$ cat src/rtl/bsesc_pkg.sv
// ----------------------------------------------------------------------------
// bsesc_pkg
// Shared constants and types for the backslash escape decoder.
// ----------------------------------------------------------------------------
package bsesc_pkg;

  localparam logic [7:0] CH_ZERO      = 8'h30;
  localparam logic [7:0] CH_SEVEN     = 8'h37;
  localparam logic [7:0] CH_N         = 8'h6E;
  localparam logic [7:0] CH_T         = 8'h74;
  localparam logic [7:0] CH_R         = 8'h72;
  localparam logic [7:0] CH_BACKSLASH = 8'h5C;
  localparam logic [7:0] CODE_LF      = 8'h0A;
  localparam logic [7:0] CODE_TAB     = 8'h09;
  localparam logic [7:0] CODE_CR      = 8'h0D;
  localparam logic [1:0] MAX_OCTAL_DIGITS = 2'd3;

  // Bundle queue between front and back.
  localparam int QDEPTH = 4;
  localparam int QIDX_W = $clog2(QDEPTH);
  localparam int QCNT_W = $clog2(QDEPTH + 1);

  typedef enum logic [2:0] {
    PH_PLAIN  = 3'b001,
    PH_ESCAPE = 3'b010,
    PH_OCTAL  = 3'b100
  } phase_t;

  // Results of one input item: one or two decoded bytes.
  typedef struct packed {
    logic       two;
    logic [7:0] byte0;
    logic       fin0;
    logic [7:0] byte1;
    logic       fin1;
  } bundle_t;

endpackage

$ cat src/rtl/bsesc_front.sv
// ----------------------------------------------------------------------------
// bsesc_front
// Classifies each input item, tracks escape state and forms its result bundle.
// ----------------------------------------------------------------------------
module bsesc_front
  import bsesc_pkg::*;
(
  input  logic       clk,
  input  logic       rst_n,
  input  logic       take,       // item accepted this cycle
  input  logic [7:0] in_byte,
  input  logic       in_final,
  output logic       push,
  output bundle_t    bundle
);

  phase_t      phase_r, phase_nxt;
  logic [7:0]  oval_r, oval_nxt;
  logic [1:0]  odig_r, odig_nxt;

  logic        is_oct;
  logic        plain;
  logic [1:0]  n;
  logic [7:0]  oval_sh;
  logic [1:0]  odig_inc;
  logic [7:0]  mapped;

  always_comb begin
    is_oct   = (in_byte >= CH_ZERO) && (in_byte <= CH_SEVEN);
    oval_sh  = {oval_r[4:0], in_byte[2:0]};
    odig_inc = odig_r + 2'd1;
    case (in_byte)
      CH_N:    mapped = CODE_LF;
      CH_T:    mapped = CODE_TAB;
      CH_R:    mapped = CODE_CR;
      default: mapped = in_byte;
    endcase
  end

  always_comb begin
    phase_nxt = phase_r;
    oval_nxt  = oval_r;
    odig_nxt  = odig_r;
    plain     = 1'b0;
    n         = 2'd0;
    bundle    = '0;

    case (phase_r)
      PH_OCTAL: begin
        if (is_oct) begin
          oval_nxt = oval_sh;
          odig_nxt = odig_inc;
          if (odig_inc >= MAX_OCTAL_DIGITS || in_final) begin
            bundle.byte0 = oval_sh;
            bundle.fin0  = in_final;
            n            = 2'd1;
            phase_nxt    = PH_PLAIN;
          end
        end else begin
          bundle.byte0 = oval_r;
          bundle.fin0  = 1'b0;
          n            = 2'd1;
          phase_nxt    = PH_PLAIN;
          plain        = 1'b1;
        end
      end
      PH_ESCAPE: begin
        if (is_oct) begin
          oval_nxt  = {5'd0, in_byte[2:0]};
          odig_nxt  = 2'd1;
          phase_nxt = PH_OCTAL;
          if (in_final) begin
            bundle.byte0 = {5'd0, in_byte[2:0]};
            bundle.fin0  = 1'b1;
            n            = 2'd1;
          end
        end else begin
          bundle.byte0 = mapped;
          bundle.fin0  = in_final;
          n            = 2'd1;
          phase_nxt    = PH_PLAIN;
        end
      end
      default: begin
        plain = 1'b1;
      end
    endcase

    if (plain) begin
      // Second slot only when an octal run was closed by this byte.
      if (in_byte == CH_BACKSLASH) begin
        phase_nxt = PH_ESCAPE;
        if (in_final) begin
          if (n == 2'd0) begin
            bundle.byte0 = CH_BACKSLASH;
            bundle.fin0  = 1'b1;
          end else begin
            bundle.byte1 = CH_BACKSLASH;
            bundle.fin1  = 1'b1;
          end
          n = n + 2'd1;
        end
      end else begin
        phase_nxt = PH_PLAIN;
        if (n == 2'd0) begin
          bundle.byte0 = in_byte;
          bundle.fin0  = in_final;
        end else begin
          bundle.byte1 = in_byte;
          bundle.fin1  = in_final;
        end
        n = n + 2'd1;
      end
    end

    if (in_final) begin
      phase_nxt = PH_PLAIN;
      oval_nxt  = 8'd0;
      odig_nxt  = 2'd0;
    end

    bundle.two = (n == 2'd2);
    push       = take && (n != 2'd0);
  end

  always_ff @(posedge clk) begin
    if (!rst_n) begin
      phase_r <= PH_PLAIN;
      oval_r  <= 8'd0;
      odig_r  <= 2'd0;
    end else if (take) begin
      phase_r <= phase_nxt;
      oval_r  <= oval_nxt;
      odig_r  <= odig_nxt;
    end
  end

endmodule

$ cat src/rtl/bsesc_queue.sv
// ----------------------------------------------------------------------------
// bsesc_queue
// Short register queue of result bundles between front and back.
// ----------------------------------------------------------------------------
module bsesc_queue
  import bsesc_pkg::*;
(
  input  logic    clk,
  input  logic    rst_n,
  input  logic    push,
  input  bundle_t push_data,
  input  logic    pop,
  output logic    not_empty,
  output logic    not_full,
  output bundle_t head
);

  bundle_t             mem_r [QDEPTH];
  logic [QIDX_W-1:0]   wptr_r, rptr_r;
  logic [QCNT_W-1:0]   cnt_r, cnt_nxt;

  assign not_empty = (cnt_r != '0);
  assign not_full  = (cnt_r != QCNT_W'(QDEPTH));
  assign head      = mem_r[rptr_r];

  always_comb begin
    cnt_nxt = cnt_r;
    if (push && !pop) cnt_nxt = cnt_r + QCNT_W'(1);
    else if (pop && !push) cnt_nxt = cnt_r - QCNT_W'(1);
  end

  always_ff @(posedge clk) begin
    if (!rst_n) begin
      wptr_r <= '0;
      rptr_r <= '0;
      cnt_r  <= '0;
    end else begin
      if (push) wptr_r <= wptr_r + QIDX_W'(1);
      if (pop) rptr_r <= rptr_r + QIDX_W'(1);
      cnt_r <= cnt_nxt;
    end
  end

  always_ff @(posedge clk) begin
    if (push) mem_r[wptr_r] <= push_data;
  end

endmodule

$ cat src/rtl/bsesc_back.sv
// ----------------------------------------------------------------------------
// bsesc_back
// Drains result bundles one byte at a time into the output register.
// ----------------------------------------------------------------------------
module bsesc_back
  import bsesc_pkg::*;
(
  input  logic       clk,
  input  logic       rst_n,
  input  logic       head_valid,
  input  bundle_t    head,
  output logic       pop,
  output logic       out_tvalid,
  input  logic       out_tready,
  output logic [7:0] out_tdata,
  output logic       out_tlast
);

  logic       valid_r, valid_nxt;
  logic       half_r, half_nxt;
  logic [7:0] data_r;
  logic       last_r;
  logic       load;

  assign load = !valid_r || out_tready;

  always_comb begin
    valid_nxt = valid_r;
    half_nxt  = half_r;
    pop       = 1'b0;
    if (load) begin
      valid_nxt = head_valid;
      if (head_valid) begin
        // Hold the bundle for its second byte, else retire it.
        if (!half_r && head.two) begin
          half_nxt = 1'b1;
        end else begin
          half_nxt = 1'b0;
          pop      = 1'b1;
        end
      end
    end
  end

  always_ff @(posedge clk) begin
    if (!rst_n) begin
      valid_r <= 1'b0;
      half_r  <= 1'b0;
    end else begin
      valid_r <= valid_nxt;
      half_r  <= half_nxt;
    end
  end

  always_ff @(posedge clk) begin
    if (load && head_valid) begin
      data_r <= half_r ? head.byte1 : head.byte0;
      last_r <= half_r ? head.fin1 : head.fin0;
    end
  end

  assign out_tvalid = valid_r;
  assign out_tdata  = data_r;
  assign out_tlast  = last_r;

endmodule

$ cat src/rtl/backslash_escape_decoder.sv
// ----------------------------------------------------------------------------
// backslash_escape_decoder
// Decodes a backslash-escaped byte stream (octal, \n, \t, \r) into raw bytes.
// ----------------------------------------------------------------------------
// Usage:
//   Input stream in_*: one escaped byte per item in in_tdata, in_tlast marks
//   the final byte of a string. Output stream out_*: one decoded byte per
//   item, out_tlast marks the last decoded byte of the string.
//   The front decodes an item in the cycle it is accepted and writes its one
//   or two result bytes as a bundle into a four-entry queue; items that give
//   no result leave nothing. The back drains the queue through an output
//   register, one byte per cycle while out_tready stays high.
//   Timing: on an idle pipe a result shows on out_* right after the clock
//   edge that follows the accepting edge; the second byte of a two-byte
//   item goes out after the first, from the same queue entry.
//   Throughput: one item per cycle while each gives at most one byte and
//   out_tready stays high; a two-byte item is limited by the single output port.
//   in_tready drops only when the queue holds four bundles.
//   Reset (rst_n low, synchronous) empties the queue, clears out_tvalid and
//   returns the decoder to plain text. A stalled receiver holds out_* steady
//   and fills the queue before backpressure reaches the input.
// ----------------------------------------------------------------------------
module backslash_escape_decoder
  import bsesc_pkg::*;
(
  input  logic       clk,
  input  logic       rst_n,
  input  logic       in_tvalid,
  output logic       in_tready,
  input  logic [7:0] in_tdata,   // [7:0] in_byte
  input  logic       in_tlast,   // in_final
  output logic       out_tvalid,
  input  logic       out_tready,
  output logic [7:0] out_tdata,  // [7:0] out_byte
  output logic       out_tlast   // out_final
);

  logic    take;
  logic    push;
  bundle_t push_data;
  logic    pop;
  logic    not_empty;
  logic    not_full;
  bundle_t head;

  assign in_tready = not_full;
  assign take      = in_tvalid && not_full;

  bsesc_front u_front (
    .clk      (clk),
    .rst_n    (rst_n),
    .take     (take),
    .in_byte  (in_tdata),
    .in_final (in_tlast),
    .push     (push),
    .bundle   (push_data)
  );

  bsesc_queue u_queue (
    .clk       (clk),
    .rst_n     (rst_n),
    .push      (push),
    .push_data (push_data),
    .pop       (pop),
    .not_empty (not_empty),
    .not_full  (not_full),
    .head      (head)
  );

  bsesc_back u_back (
    .clk        (clk),
    .rst_n      (rst_n),
    .head_valid (not_empty),
    .head       (head),
    .pop        (pop),
    .out_tvalid (out_tvalid),
    .out_tready (out_tready),
    .out_tdata  (out_tdata),
    .out_tlast  (out_tlast)
  );

endmodule

$ cat config.mk
export PLATFORM = sky130hd
export DESIGN_NAME = backslash_escape_decoder
export DESIGN_NICKNAME = d
export VERILOG_FILES = /design/src/rtl/bsesc_pkg.sv /design/src/rtl/bsesc_front.sv /design/src/rtl/bsesc_queue.sv /design/src/rtl/bsesc_back.sv /design/src/rtl/backslash_escape_decoder.sv
export SDC_FILE = /design/constraint.sdc
export NUM_CORES = 1
export LEC_CHECK = 0
export BUFFER_PORTS_ARGS = -buffer_cell sky130_fd_sc_hd__buf_2
export CAP_MARGIN = 20
export CORE_AREA = 2 2 96 122
export CTS_BUF_LIST = sky130_fd_sc_hd__clkbuf_8
export DETAILED_ROUTE_END_ITERATION = 12
export DIE_AREA = 0 0 98 124
export PLACE_DENSITY = 0.67
export SLEW_MARGIN = 25
export SYNTH_ARGS = -nofsm -noshare
export SYNTH_HDL_FRONTEND = slang
export SYNTH_SLANG_ARGS = --single-unit
export TNS_END_PERCENT = 50
$ cat constraint.sdc
create_clock -name clk -period 7.7 [get_ports clk]
set_input_delay 0.77 -clock clk [delete_from_list [all_inputs] [get_ports clk]]
set_output_delay 0.77 -clock clk [all_outputs]
set_load 0.02 [all_outputs]
# Word-level counts from Yosys, hierarchy flattened
# Memories as Yosys holds them, arrays and structs flattened. A register that Yosys moved wholly into a read port is not among the register bits.
# Index checks and enable logic that the tools add are counted.
# classes
n_eq_ne,11
n_reduce_logical,22
addsub,6
mux,50
order_cmp,3
# ops
op,count
two-way mux 18 bit,3
two-way mux 9 bit,6
two-way mux 8 bit,5
"== test 8 x 7 -> 1 bit, second input constant",4
case mux 8 bit (3 select lines),1
two-way mux 3 bit,7
two-way mux 2 bit,9
case mux 9 bit (2 select lines),1
case mux 8 bit (2 select lines),1
two-way mux 1 bit,12
"adder 2 x 1 -> 2 bit, second input constant",4
"greater-or-equal comparator 8 x 6 -> 1 bit, second input constant",1
"<= comparator 8 x 6 -> 1 bit, second input constant",1
case mux 2 bit (2 select lines),2
logical AND 1 bit,7
"!= test 3 x 2 -> 1 bit, second input constant",2
case mux 3 bit (2 select lines),1
nonzero test 3 bit,2
"!= test 5 bit, second input constant",1
logical NOT 1 bit,4
two-way mux 4 bit,1
AND reduction 4 bit,1
nonzero test 2 bit,2
nonzero test 4 bit,1
12 further kinds,13
# totals
output_inout_bits,11
ram_bits,76
reg_bits,31
elab_cells,103
mem_count,1
# mem_list
memory,depth,word_bits,read_ports,rd_ports_with_merged_regs,wr,line,rtl
u_queue.mem_r,4,19,1,1,1,bsesc_queue.sv:18,bundle_t mem_r [QDEPTH];

# Longest topological paths before layout
# logic_depth
depth_word,16
ltp_mapped,12
depth_no_buf,12

# Cells and area by module
# Synthesis repeated with hierarchy kept, for this count alone.
# hier_totals
hier_cells,337
area_unflattened_um2,4996.0
# by_module_without_submodules
module,area_each_um2,seq_area_each_um2,instances,cells_each
bsesc_queue,3231.8,2462.4,1,143
bsesc_front,1246.2,260.2,1,162
bsesc_back,511.7,310.3,1,31
backslash_escape_decoder,6.3,0.0,1,1

# Worst setup path before layout
# OpenSTA, ideal clock, no wires.
# synth_timing
path_kind,in2reg
startpoint,input port in_tdata[7]
endpoint,register u_queue.cnt_r[2]
arrival_ps,3514
n_path_buf,0
path_stages,12
t_required_ps,7624
setup_slack_ps,4110
path_cell_list,nand4bb_1 -> or3_1 -> a22o_1 -> ha_1 -> nor3_1 -> a221oi_4 -> ha_1 -> inv_1 -> fa_1 -> xor2_1 -> or3_1 -> a21boi_0
# synth_via
elab_chain_len,13
# synth_lines
item,line,rtl
"start, declared",backslash_escape_decoder.sv:30,"input logic [7:0] in_tdata,"
greater-or-equal comparator 8 x 6 -> 1 bit or <= comparator 8 x 6 -> 1 bit (tied branches),bsesc_front.sv:29,is_oct = (in_byte >= CH_ZERO) && (in_byte <= CH_SEVEN);
logical AND 1 bit,bsesc_front.sv:29,
two-way mux 1 bit (on tied branches),"bsesc_front.sv:68, bsesc_front.sv:50",
case mux 2 bit (2 select lines),bsesc_front.sv:48,case (phase_r)
adder 2 x 1 -> 2 bit,"bsesc_front.sv:101, bsesc_front.sv:112",
two-way mux 2 bit,bsesc_front.sv:93,if (in_final) begin
two-way mux 2 bit,bsesc_front.sv:91,if (in_byte == CH_BACKSLASH) begin
two-way mux 2 bit *,bsesc_front.sv:89,if (plain) begin
nonzero test 2 bit *,bsesc_front.sv:123,push = take && (n != 2'd0);
logical AND 1 bit *,bsesc_front.sv:123,
via push,backslash_escape_decoder.sv:39,logic push;
logical NOT 1 bit,bsesc_queue.sv:29,else if (pop && !push) cnt_nxt = cnt_r - QCNT_W'(1);
logical AND 1 bit,bsesc_queue.sv:29,
nonzero test 2 bit (no source line),-,
"end signal, assigned",bsesc_queue.sv:40,cnt_r <= cnt_nxt;
"end, declared",bsesc_queue.sv:20,"logic [QCNT_W-1:0] cnt_r, cnt_nxt;"
# The timed path passes the listed nets; every way through them passes the cells marked *.
# A chain may end at the register's enable or synchronous reset.

# Final worst setup path
# Ends and elaborated chain as after synthesis.

==> flow_summary.yaml <==
synthesis:
  synth-edff-count: 85
  yosys.area_share.simple_pct: 15.3
  ys_types: 55
  synthesis.area_per_instance_um2: 13.5
  synthesis.instances: 359
  area_fraction_in_compound_gates_after_synthesis_pct: 7.20
  synth_flop_cell: "sky130_fd_sc_hd__edfxtp_1"
  synth_warnings: 0
  seq_area_frac_synth_pct: 62.6
  synth.ff_latch_count: 109
  synth.area.mux_share_pct: 9.81
  syn-cell-area_mm2: 0.00485
  syn_nets: 380
  post_synth_xor_area_fraction_pct: 0.903
  synth_adder_area_share_pct: 2.22
  synth-async-reset-ratio_pct: 0
  synth_top_family_by_area: "simple AND/OR/NAND/NOR gates"
timing:
  maxSlewViolCount: 0
  setup_repair_after_global_routing_missed_its_margin: "false"
  skew_ns: 0.00827
  worstMarginPinSlew_ns: 0.973
  finalCriticalPeriod_ns: 3.61
  final_critical_path_setup_slack_ns: 4.09
  fin_worst_hold_slack_ns: 0.483
  slew_headroom_pct: 35.1
  timing.setup.tns_ns: 0
  fmax_ghz: 0.277
  setup_viol_count_final: 0
  finalHoldViolations: 0
  post-route-period-util_pct: 46.9
outcome:
  outcome: "finished, final reports clean"
global_routing:
  pin_count_of_the_biggest_net_entering_global_routing: 31
  number_of_global_route_vias_before_repair: 2924
  antenna_found_initial: 0
  grt_pass1_wl_um: 15300
  globalRouteOverflowTotal: 0
  grt_usage_pct: 16.7
setup_path:
  critical_path_required_ns: 8.00
  timing.reg2reg.worst_path_depth: 12
  r2r_start: "u_front.phase_r[2]"
  start_kind: "input port"
  crit_type: "input port to flip-flop"
  worst_ep_arrival_time_ns: 3.91
  timing.critical_path.fanout_max: 7
  category_of_the_worst_setup_path_capture_point: "flip-flop"
  r2r_end: "u_queue.cnt_r[2]"
  timing.reg2reg.setup_slack_ns: 4.42
routing:
  drcViolationCount: 0
  dr_pass1_iterations: 4
  drtAntennaViolNets: 0
  wl_per_cell_um: 18.3
  detail_route.wirelength_um: 9460
  detailedRoute.firstIterationViolations: 147
  via_count_normalized_by_instance_count: 5.63
  vias: 2914
finish:
  antenna-diode-count: 0
  filler_cell_count: 950
  multiInputGateArea_mm2: 0.00172
  final_layout_size_suffix_gt1_share_pct: 18.0
  finish.utilization_pct: 48.4
  synthToLayoutAreaGrowth_pct: 8.93
  ff_latch_area_mm2: 0.00303
  finalNetCount: 399
clock_network:
  cts_made_buffers: 9
  number_of_gates_resized_after_cts: 0
  clock_tree.buffer_depth: 2
  cts.sinks: 109
  clkLatencyLatePin_ns: 0.37
  cts-htree-levels: 3
  cts_tree: "done"
  root_buffer: "sky130_fd_sc_hd__clkbuf_8"
  cts-hold-fix-buffers: 0
  post-cts-setup-buffer-count: 0
  worst_setup_hold_path_clk_slew_ns: 0.10
power_and_ir_drop:
  p_leak_uw: 0.00181
  power_uw: 1480
  cellPowerDensity_mw_per_mm2: 281
  worst_ir_drop_vdd_mv: 0.0978
die:
  floorplan.die.height_um: 124
  io_pins: 24
  die_w_um: 98
  floorplan.rows: 43
  design.core.area_mm2: 0.0109
  die_area_mm2: 0.0122
  initial_utilization_pct: 44.4
hold_path:
  worstHoldPathType: "flip-flop to flip-flop"
  min_from: "u_front.oval_r[5]"
  worst_hold_path_cell_count: 2
  min_delay_worst_endpoint: "u_front.oval_r[5]"
placed_design:
  portBuffers: 23
  pre_cts_worst_setup_slack_ns: 3.70
  detailedPlacementHpwl_um: 6580
  place_congestion: 0.968
flow_run:
  max_cap_violations: 0
power by group:
part / switching [uW] / internal [uW] / total, uW
Sequential: 47.2 / 738 / 785
Clock: 198 / 154 / 352
Combinational: 196 / 149 / 345
Total: 441 / 1040 / 1480
layout by cell type (no fill, tap or decap), types with 9 or more instances in the layout:
cell                       instances
sky130_fd_sc_hd__dfxtp_1          24
sky130_fd_sc_hd__nand2_1          50
sky130_fd_sc_hd__edfxtp_1         85
sky130_fd_sc_hd__o21ai_0          18
sky130_fd_sc_hd__mux4_2           17
sky130_fd_sc_hd__clkbuf_8          9
sky130_fd_sc_hd__nor2_1           12
sky130_fd_sc_hd__and2_1           11
sky130_fd_sc_hd__buf_2            23
sky130_fd_sc_hd__nand3_1          19
metal layers:
| layer | part of all wire [%] | GRT usage (%) | up-vias |
|---|---|---|---|
| met5 | 0 | 0 | - |
| met4 | 2.1 | 8.07 | 0 |
| met3 | 2.9 | 2.92 | 18 |
| met2 | 52 | 29.3 | 68 |
| met1 | 43 | 20.0 | 1428 |
| li1 | - | - | 1400 |
sequential cells by signal (all words and copies together), names as in the netlist, named ones only:
| signal | flops |
|---|---|
| u_queue.mem_r | 76 |
| u_back.out_tdata | 8 |
| u_front.oval_r | 8 |
| u_front.phase_r | 3 |
| u_queue.cnt_r | 3 |
| u_front.odig_r | 2 |
| u_queue.rptr_r | 2 |
| u_queue.wptr_r | 2 |
| u_back.half_r | 1 |
| u_back.out_tlast | 1 |
| u_back.out_tvalid | 1 |
stage by stage:
stage          std cells  area, um2
6_report             518       5280
2_1_floorplan        359       4850
3_5_place_dp         502       5080
5_1_grt              518       5280
3_3_place_gp         502       5070
4_1_cts              518       5280
Yosys cell counts, drive strengths merged (5+ instances only):
library cell  number  area [um2]
ha                 7        87.6
clkbuf            13        48.8
o21ai             19        95.1
nand2             50         188
nor2b              6        37.5
edfxtp            85        2550
and2              11        68.8
inv                6        22.5
nand3             19        95.1
mux4              19         435
and3               5        31.3
a21oi              7        35.0
nor2              13        51.3
dfxtp             24         480
nor3b              7        57.6
nand3b             5        37.5
worst max path at each step:
stage                startpoint               end  slack, ns  cells past startpoint
global route        in_tdata[3]  u_queue.cnt_r[2]       3.89                     13
finish              in_tdata[7]  u_queue.cnt_r[2]       4.09                     13
detailed placement  in_tdata[7]  u_queue.cnt_r[2]       3.70                     13
floorplan           in_tdata[7]  u_queue.cnt_r[2]       4.11                     12
CTS                 in_tdata[7]  u_queue.cnt_r[2]       4.10                     13
global placement    in_tdata[7]  u_queue.cnt_r[2]       3.77                     13
cell type report:
class	count	share of cell area [%]
flip-flops and latches	109	57.4
repair buffers	25	2.46
inverters	7	0.498
multi-input cells	226	32.6
clock buffers	9	2.35
well taps	135	3.20
clock inverters	7	1.52
logic make-up after synthesis:
kind of cell | count (synthesis)
XOR/XNOR | 5
adder cells (fa/ha/maj) | 8
AND/OR/NAND/NOR | 140
multiplexers | 23
flip-flops | 109
AO/OA/AOI/OAI | 50
buffers and inverters | 24
critical path, cell delays in order:
cell and delay [ns]:
sky130_fd_sc_hd__buf_2 0.13, sky130_fd_sc_hd__nand4bb_1 0.28, sky130_fd_sc_hd__or3_1 0.40, sky130_fd_sc_hd__a22o_1 0.25
sky130_fd_sc_hd__ha_1 0.30, sky130_fd_sc_hd__nor3_1 0.07, sky130_fd_sc_hd__a221oi_4 0.40, sky130_fd_sc_hd__ha_1 0.25
sky130_fd_sc_hd__inv_1 0.06, sky130_fd_sc_hd__fa_1 0.37, sky130_fd_sc_hd__xor2_1 0.17, sky130_fd_sc_hd__or3_1 0.31
sky130_fd_sc_hd__a21boi_0 0.16
(Power assumes the default switching activity.)
